$ cat config.mk
export PLATFORM = sky130hd
export DESIGN_NAME = icg_resolve
export DESIGN_NICKNAME = d
export VERILOG_FILES = /design/src/rtl/icg_pkg.sv /design/src/rtl/icg_resolve.sv
export SDC_FILE = /design/constraint.sdc
export NUM_CORES = 1
export LEC_CHECK = 0
export ABC_AREA = 1
export BUFFER_PORTS_ARGS = -buffer_cell sky130_fd_sc_hd__buf_2
export CORE_MARGIN = 10
export CORE_UTILIZATION = 50
export DETAILED_ROUTE_END_ITERATION = 12
export PLACE_DENSITY = 0.83
export SLEW_MARGIN = 25
export SYNTH_ARGS = -nofsm -noshare
export SYNTH_HDL_FRONTEND = slang
export SYNTH_SLANG_ARGS = --single-unit
$ cat constraint.sdc
create_clock -name clock -period 3.2 [get_ports clock]
set_input_delay 0 -clock clock [delete_from_list [all_inputs] [get_ports clock]]
set_output_delay 0 -clock clock [all_outputs]
set_load 0.01 [all_outputs]
$ cat src/rtl/icg_pkg.sv
package icg_pkg;

   // Default storage geometry
   localparam int ICG_TABLE_DEPTH = 1024;
   localparam int ICG_VALUE_WIDTH = 32;

   // Fixed field widths
   localparam int ICG_OP_WIDTH     = 2;
   localparam int ICG_POS_WIDTH    = 10;
   localparam int ICG_ID_WIDTH     = 32;
   localparam int ICG_COUNT_WIDTH  = 11;
   localparam int ICG_CSR_IDX_WIDTH = 3;
   localparam int ICG_CSR_WIDTH    = 32;
   localparam int ICG_REQ_DATA_WIDTH = 80;
   localparam int ICG_RSP_USER_WIDTH = 3;

   // Request operation codes
   typedef enum logic [ICG_OP_WIDTH-1:0] {
      OP_LOAD    = 2'd0,
      OP_PROJECT = 2'd1,
      OP_RESTART = 2'd2,
      OP_NONE    = 2'd3
   } icg_op_type;

   // Configuration register indexes
   typedef enum logic [ICG_CSR_IDX_WIDTH-1:0] {
      CSR_RIGHT_BASE     = 3'd0,
      CSR_RIGHT_COUNT    = 3'd1,
      CSR_DENSE_MODE     = 3'd2,
      CSR_DENSE_START    = 3'd3,
      CSR_CHECK_NILS     = 3'd4,
      CSR_VALUE_NIL_CODE = 3'd5,
      CSR_INDEX_NIL_CODE = 3'd6,
      CSR_RESERVED       = 3'd7
   } icg_csr_type;

   // Settings the result stage needs
   typedef struct packed {
      logic                       dense_mode;
      logic                       check_nils;
      logic [ICG_VALUE_WIDTH-1:0] dense_start;
      logic [ICG_VALUE_WIDTH-1:0] value_nil_code;
   } icg_cfg_type;

   // Lookup outcome carried from the front end to the result stage
   typedef struct packed {
      logic in_range;
      logic id_nil;
   } icg_ctrl_type;

endpackage

$ cat src/rtl/icg_resolve.sv
module icg_resolve #(
   parameter int AW = 10
) (
   input  logic                                clock,
   input  logic                                reset,
   input  logic                                issue,
   input  icg_pkg::icg_ctrl_type               issue_ctrl,
   input  logic [AW-1:0]                       issue_offset,
   input  logic                                restart,
   input  icg_pkg::icg_cfg_type                cfg,
   input  logic [icg_pkg::ICG_VALUE_WIDTH-1:0] rd_data,
   output logic                                free,
   output logic                                rsp_tvalid,
   input  logic                                rsp_tready,
   output logic [icg_pkg::ICG_VALUE_WIDTH-1:0] rsp_value,
   output logic [icg_pkg::ICG_RSP_USER_WIDTH-1:0] rsp_flags
);

   import icg_pkg::*;

   logic                       s1_valid_ff, s1_valid_in;
   icg_ctrl_type               s1_ctrl_ff;
   logic [AW-1:0]              s1_offset_ff;
   logic                       nil_seen_ff, nil_seen_in;
   logic                       out_valid_ff, out_valid_in;
   logic [ICG_VALUE_WIDTH-1:0] out_value_ff;
   logic [ICG_RSP_USER_WIDTH-1:0] out_flags_ff;
   logic                       advance;
   logic [ICG_VALUE_WIDTH-1:0] dense_value;
   logic [ICG_VALUE_WIDTH-1:0] res_value;
   logic                       res_nil;
   logic                       res_miss;
   logic                       res_sticky;

   // Move the lookup into the output register when it is empty or drained
   assign advance = s1_valid_ff && (!out_valid_ff || rsp_tready);
   assign free    = !s1_valid_ff || advance;

   assign dense_value = cfg.dense_start
                      + {{(ICG_VALUE_WIDTH-AW){1'b0}}, s1_offset_ff};

   // Resolve value and flags from the fetched entry
   always_comb begin
      res_value = '0;
      res_nil   = 1'b0;
      res_miss  = 1'b0;
      if (s1_ctrl_ff.in_range) begin
         if (cfg.dense_mode) begin
            res_value = dense_value;
         end else begin
            res_value = rd_data;
            res_nil   = cfg.check_nils && (rd_data == cfg.value_nil_code);
         end
      end else if (s1_ctrl_ff.id_nil) begin
         res_value = cfg.value_nil_code;
         res_nil   = 1'b1;
      end else begin
         res_miss = 1'b1;
      end
      res_sticky = nil_seen_ff || res_nil;
   end

   // Next state: a restart accepted now is later than the lookup in flight
   always_comb begin
      s1_valid_in  = issue || (s1_valid_ff && !advance);
      out_valid_in = advance || (out_valid_ff && !rsp_tready);
      nil_seen_in  = nil_seen_ff;
      if (advance) begin
         nil_seen_in = res_sticky;
      end
      if (restart) begin
         nil_seen_in = 1'b0;
      end
   end

   // Control registers
   always_ff @(posedge clock) begin
      if (reset) begin
         s1_valid_ff  <= 1'b0;
         out_valid_ff <= 1'b0;
         nil_seen_ff  <= 1'b0;
      end else begin
         s1_valid_ff  <= s1_valid_in;
         out_valid_ff <= out_valid_in;
         nil_seen_ff  <= nil_seen_in;
      end
   end

   // Payload registers
   always_ff @(posedge clock) begin
      if (issue) begin
         s1_ctrl_ff   <= issue_ctrl;
         s1_offset_ff <= issue_offset;
      end
      if (advance) begin
         out_value_ff <= res_value;
         out_flags_ff <= {res_sticky, res_miss, res_nil};
      end
   end

   assign rsp_tvalid = out_valid_ff;
   assign rsp_value  = out_value_ff;
   assign rsp_flags  = out_flags_ff;

endmodule

After elaboration in Yosys (flattened, before gate mapping)

Index checks and enable logic that the tools add are counted.

Add/subtract/negate cells: 1
Eq/ne operators: 1
Multiplexer cells: 7
Reductions and logical operators: 14

Operator list:

| cell                                      | number |
|---|---|
| 32-bit 2-to-1 mux                         | 3 |
| 32-bit by 10-bit adder with 32-bit output | 1 |
| 32-bit equality test                      | 1 |
| 1-bit logical OR                          | 5 |
| 1-bit logical AND                         | 4 |
| 1-bit logical NOT                         | 4 |
| 1-bit 2-to-1 mux                          | 4 |
| 2-bit OR reduction                        | 1 |

Flip-flop bits (word level): 50
Output and inout bits: 37

Depth between registers and ports, before layout

Gate-level depths: netlist of the first run.

Depth in word-level cells: 6
Mapped depth: 14
Mapped depth without buffers: 14

Worst setup path before layout of the first run

OpenSTA, ideal clock, no wires.

Path type: register to register
From: register s1_offset_ff[0]
To: register out_value_ff[26], in the netlist rsp_value[26] (data pin)
Setup time: 252 ps
Arrival time: 1663 ps
Path slack: 1284 ps
Stages on the path, launching flop included: 13
Buffers on the path: 0
Period minus slack after synthesis: 1916 ps
Cells stage by stage: edfxtp_1 > ha_1 > fa_1 > nand2_1 > nand2_1 > nand3b_1 > nand2_2 > nand2_1 > nand2_2 > nand3b_1 > nand3_1 > nand2_1 > nand2_1

Word-level cells in the longest chain between the ends: 3

Ends and longest elaborated chain:

| element                                   | line              | source |
|---|---|---|
| start: declaration                        | icg_resolve.sv:23 | `logic [AW-1:0] s1_offset_ff;` |
| start signal: assignment                  | icg_resolve.sv:93 | `s1_offset_ff <= issue_offset;` |
| 32-bit by 10-bit adder with 32-bit output | icg_resolve.sv:40 | `+ {{(ICG_VALUE_WIDTH-AW){1'b0}}, s1_offset_ff};` |
| 32-bit 2-to-1 mux                         | icg_resolve.sv:48 | `if (cfg.dense_mode) begin` |
| 32-bit 2-to-1 mux                         | icg_resolve.sv:47 | `if (s1_ctrl_ff.in_range) begin` |
| net res_value[26]                         | icg_resolve.sv:30 | `logic [ICG_VALUE_WIDTH-1:0] res_value;` |
| end signal: assignment                    | icg_resolve.sv:96 | `out_value_ff <= res_value;` |
| end: declaration                          | icg_resolve.sv:26 | `logic [ICG_VALUE_WIDTH-1:0] out_value_ff;` |

The timed path passes the listed nets, and every way through them passes these cells.
A chain may end at the register's enable or synchronous reset.

Worst setup path after layout of the first run

Same ends and word-level chain as after synthesis.

==> reports/qor.yml, run 1 <==
clock_sinks: 50
rsz0062_at_grt: "false"
synthToLayoutAreaGrowth_pct: 28.9
cts_buffers: 5
critical_path_class: "reg2reg"
synthFlopType: "edfxtp_1"
switchingPower_mw: 0.609
min_period_over_period: 0.672
ant_nets: 0
fill_cells: 755
core_area_sq_mm: 0.00822
cp_num_buf_inv: 0
yosysSeqAreaShare: 0.347
critPathTopFamily: "simple AND/OR/NAND/NOR gates"
grt_max_degree: 38
antenna_found_initial: 0
crit_fanout: 5
drtIter0Drc: 331
irDropWorstVdd_mv: 0.263
worstMarginPinSlew_ps: 725
fin_worst_skew_ps: 6.58
synth.avg_cell_area_sq_um: 6.72
fmax_ghz: 0.465
final_nets: 938
slew_headroom: 0.517
post_cts_resized: 0
crit_required_ps: 3280
ys_ff_latch: 50
layout_min_cycle_time_ps: 2150
diodes: 0
status: "finished clean"
grt_pass1_vias: 4749
crit_path_top_delay_cell: "fa_1"
p_sw_frac: 0.344
dieWidth_um: 112
setup_viol: 0
drive_gt1_frac: 0.232
setup-tns-final_ps: 0
cts_tree: "done"
cts_max_path_buffers: 2
ys_types: 35
slew_violations: 0
syn_nets: 757
yosysTopAreaCell: "edfxtp_1"
maxCapViolCount: 0
grt_pass1_wl_um: 22900
power.density_mw_per_mm2: 324
overflow: 0
cp.arrival_ps: 2230
viasPerCell: 5.18
dpl_cell_area_sq_mm: 0.00505
track_usage: 0.219
cpMostUsedCell: "nand2_1"
cts_root_buffer: "clkbuf_8"
pwr-share-clk: 0.231
fin_total_pwr_mw: 1.77
dr_total_vias: 4756
p_int_mw: 1.16
syn_inst: 631
final_util: 0.665
critPathMaxStageDelay_ps: 390
drt_pre_antenna_iters: 5
synth.top_cell.area_share: 0.333
final_area_sq_mm: 0.00547
syn-cell-area_sq_mm: 0.00424
start_util: 0.516
gp_congestion: 0.924
cp_cell_sequence: "ha_1 -> fa_1 -> nand2_1 -> nand2_1 -> nand3b_1 -> nand2_2 -> nand2_1 -> nand2_2 -> nand3b_1 -> nand3_1 -> nand2_1 -> nand2_1"
synth-edff-count: 47
synthTopCellsByArea: "edfxtp_1 33%, nand2_1 19%, inv_1 8.9%"
yosysMostFrequentCell: "nand2_1"
synthArstFlopShare: 0
wl_per_cell_um: 15.6
route.detailed.drc: 0
io_pins: 152
drt_wl_total_um: 14300
post_cts_buffers: 0
hold_class: "in2reg"
htree_num_levels: 2
leakage_nw: 2.83
die_h_um: 112
synth_commonest_cells: "213 x nand2_1, 101 x inv_1, 56 x nor2_1"
p_seq_frac: 0.446
row_count: 33
dieArea_sq_mm: 0.0126
endpoint_kind: "flop"
clock_latency_ps: 310
yosys_warnings: 0
clk_pin_slew_ps: 100
ctsHoldBuffers: 32
hold_viol: 0
cp-start-kind: "flop"
numPortBuffers: 151
hpwlAfterDp_um: 11700
pwr-share-comb: 0.323
layout make-up:
cell class	instances	area [sq um]	share of cell area
Clock buffer	5	68.8	0.0126
Clock inverter	3	28.8	0.00527
Inverter	104	395	0.0723
Multi-Input combinational cell	466	2280	0.417
Sequential cell	50	1470	0.269
Tap cell	105	131	0.0240
Timing Repair Buffer	185	1090	0.200
final timing paths:
path	startpoint	to	slack, ps	depth (start not counted)
max	s1_offset_ff[0]$_DFFE_PP_	rsp_value[26]$_DFFE_PP_	1050	12
min	cfg[22]	rsp_value[22]$_DFFE_PP_	10	3
max reg2reg	s1_offset_ff[0]$_DFFE_PP_	rsp_value[26]$_DFFE_PP_	1050	12
min reg2reg	rsp_tvalid$_SDFF_PP0_	s1_valid_ff$_SDFF_PP0_	530	2
tightest hold or removal path, stage by stage:
cell and delay [ps]:
buf_2 110, nand2_1 60, nand2_1 50
layer usage:
layer  part of all wire  up-vias  track usage
met1               0.41     2131        0.271
met2               0.48      229        0.376
met4              0.023        0       0.0592
met3              0.084       27       0.0442
li1                   -     2369            -
met5                  0        -            0
placed cells by master (no fill, tap or decap), drive strengths merged, types with 6 or more instances in the layout:
cell / count
buf: 153
dlygate4sd3: 32
nand3: 56
nand2: 226
inv: 104
xor2: 6
nand4: 11
a21oi: 26
edfxtp: 47
o21ai: 31
ha: 10
nor2: 63
xnor2: 16
power by group through the flow:
stage / clock, mW / combinational (mW) / sequential [mW]
6_report: 0.409 / 0.571 / 0.790
5_1_grt: 0.428 / 0.640 / 0.794
4_1_cts: 0.415 / 0.566 / 0.789
3_5_place_dp: 0 / 0.533 / 0.805
3_3_place_gp: 0 / 0.522 / 0.804
2_1_floorplan: 0 / 0.307 / 0.816
sequential cells by signal, summed over array words and instances (netlist names):
name	flops
nil_seen_ff	1
s1_valid_ff	1
rsp_value	32
s1_offset_ff	10
s1_ctrl_ff	2
rsp_tvalid	1
rsp_flags	3
per-stage QoR:
step	cells	setup WS (ps)	hold WS (ps)
floorplan	631	1280	69.1
global route	918	880	19.1
finish	918	1050	9.99
detailed placement	878	1080	178
global placement	878	1130	177
CTS	918	1050	3.83
kinds of logic after synthesis:
kind of cell / Yosys count / share of synthesized area
and+or+nand+nor: 372 / 0.382
adders and majority gates: 11 / 0.0342
buffers and inverters: 115 / 0.115
DFF: 50 / 0.347
xor gates and xnor gates: 22 / 0.0455
AOI/OAI and AO/OA: 61 / 0.0759
Note: power is estimated with default switching activity, not from simulation.
==> run 2, diff against run 1 <==
Clock period 3.2 ns to 2.2 ns, I/O delays scaled along.
==> reports/qor.yml, run 2 (synthesized netlist as in run 1, its figures left out) <==
irDropWorstVdd_mv: 0.299
final_common_cell: "nand2_1"
fill_cells: 719
hold_viol: 0
cp_cell_sequence: "ha_1 -> nand2_1 -> nor2_2 -> nand2_1 -> nand3_4 -> nand2_1 -> a21oi_1 -> o21ai_1"
diodes: 0
drtIter0Drc: 423
cts_max_path_buffers: 2
wl_per_cell_um: 16.1
fmax_ghz: 0.488
endpoint_kind: "flop"
dieArea_sq_mm: 0.0126
synthToLayoutAreaGrowth_pct: 29.2
rsz0062_at_grt: "false"
dr_total_vias: 4786
grt_pass1_wl_um: 23100
slew_violations: 0
cts_tree: "done"
setup_viol: 0
layout_min_cycle_time_ps: 2050
gp_congestion: 0.896
row_count: 33
cpMostUsedCell: "nand2_1"
viasPerCell: 5.23
status: "finished clean"
worstMarginPinSlew_ps: 506
htree_num_levels: 2
slew_headroom: 0.662
drive_gt1_frac: 0.248
power.density_mw_per_mm2: 477
crit_required_ps: 2260
maxCapViolCount: 0
hold_ws_ps: 6.65
met2_usage: 0.369
grt_use_met1: 0.274
track_usage: 0.220
r2r_slack_ps: 150
cp.arrival_ps: 2110
drt_wl_total_um: 14800
cts_buffers: 5
hold_class: "in2reg"
grt_max_degree: 37
hpwlAfterDp_um: 12000
crit_fanout: 8
grt_pass1_vias: 4716
overflow: 0
largest_reg_flops: 32
numPortBuffers: 151
critical_path_class: "reg2reg"
start_util: 0.516
antenna_found_initial: 0
met3_usage: 0.0511
min_period_over_period: 0.932
ant_nets: 0
die_h_um: 112
fin_total_pwr_mw: 2.61
final_cell_mix: "212 x nand2_1, 151 x buf_2, 101 x inv_1"
final_nets: 935
cts_root_buffer: "clkbuf_8"
dieWidth_um: 112
drt_pre_antenna_iters: 5
clock_latency_ps: 320
io_pins: 152
core_area_sq_mm: 0.00822
critPathMaxStageDelay_ps: 400
fin_worst_skew_ps: 10.6
busiest_layer: "met2"
clk_pin_slew_ps: 110
route.detailed.drc: 0
setup-tns-final_ps: 0
leakage_nw: 2.82
clock_sinks: 50
cp-start-kind: "flop"
crit_path_top_delay_cell: "edfxtp_1"
[run 2: cell count changes in the layout (fill, tap and decap cells not counted), sizes merged]
cell / delta
dlygate4sd3: -6
buf: +3
[run 2: worst max-delay path: cells and delay by family, from the launching register on]
kind / cells / cell delay (ps)
simple gates: 5 / 690
flops: 1 / 400
fa+ha+maj: 1 / 390
compound gates: 2 / 310
[run 2: where the power goes]
| group | total (mW) | leakage, nW | internal [mW] | switching (mW) |
|---|---|---|---|---|
| sequential | 1.15 | 0.475 | 1.12 | 0.0238 |
| clock | 0.607 | 0.0502 | 0.237 | 0.370 |
| combinational | 0.859 | 2.30 | 0.333 | 0.526 |
[run 2: cell type report]
type,count,area (sq um),share of cell area
Clock buffer,5,68.8,0.0126
Inverter,104,395,0.0722
Clock inverter,3,28.8,0.00526
Tap cell,105,131,0.0240
Multi-Input combinational cell,466,2330,0.425
Timing Repair Buffer,182,1050,0.192
Sequential cell,50,1470,0.269
[run 2: timing repair]
| item | 4_1_cts | 5_1_grt |
|---|---|---|
| endpoints found under the setup margin | 0 | 14 |
| resized for setup | 0 | 10 |
| endpoints found under the hold margin | 25 | 0 |
| hold buffers | 26 | 0 |
| buffers inserted | 0 | 0 |
[run 2: final timing paths]
| path | from | end | cells past startpoint |
|---|---|---|---|
| worst max-delay path | s1_offset_ff[9]$_DFFE_PP_ | rsp_value[12]$_DFFE_PP_ | 8 |
| worst min-delay path | rd_data[2] | rsp_value[2]$_DFFE_PP_ | 3 |
| worst max register to register | s1_offset_ff[9]$_DFFE_PP_ | rsp_value[12]$_DFFE_PP_ | 8 |
| worst min register to register | s1_valid_ff$_SDFF_PP0_ | rsp_tvalid$_SDFF_PP0_ | 2 |
[run 2: routing by layer]
metal / vias to the layer above / part of all wire
li1: 2357 / -
met1: 2134 / 0.41
met2: 264 / 0.47
met3: 31 / 0.10
met4: 0 / 0.028
met5: - / 0
[run 2: stage by stage]
step                      setup WS (ps)  cells  utilization  instance area (sq um)
after detailed placement           96.4    881        0.617                   5070
final                               150    915        0.666                   5480
after floorplan                     284    631            -                   4240
after global routing               1.39    915        0.666                   5480
after global placement              142    881        0.617                   5070
after CTS                          74.4    915        0.661                   5430
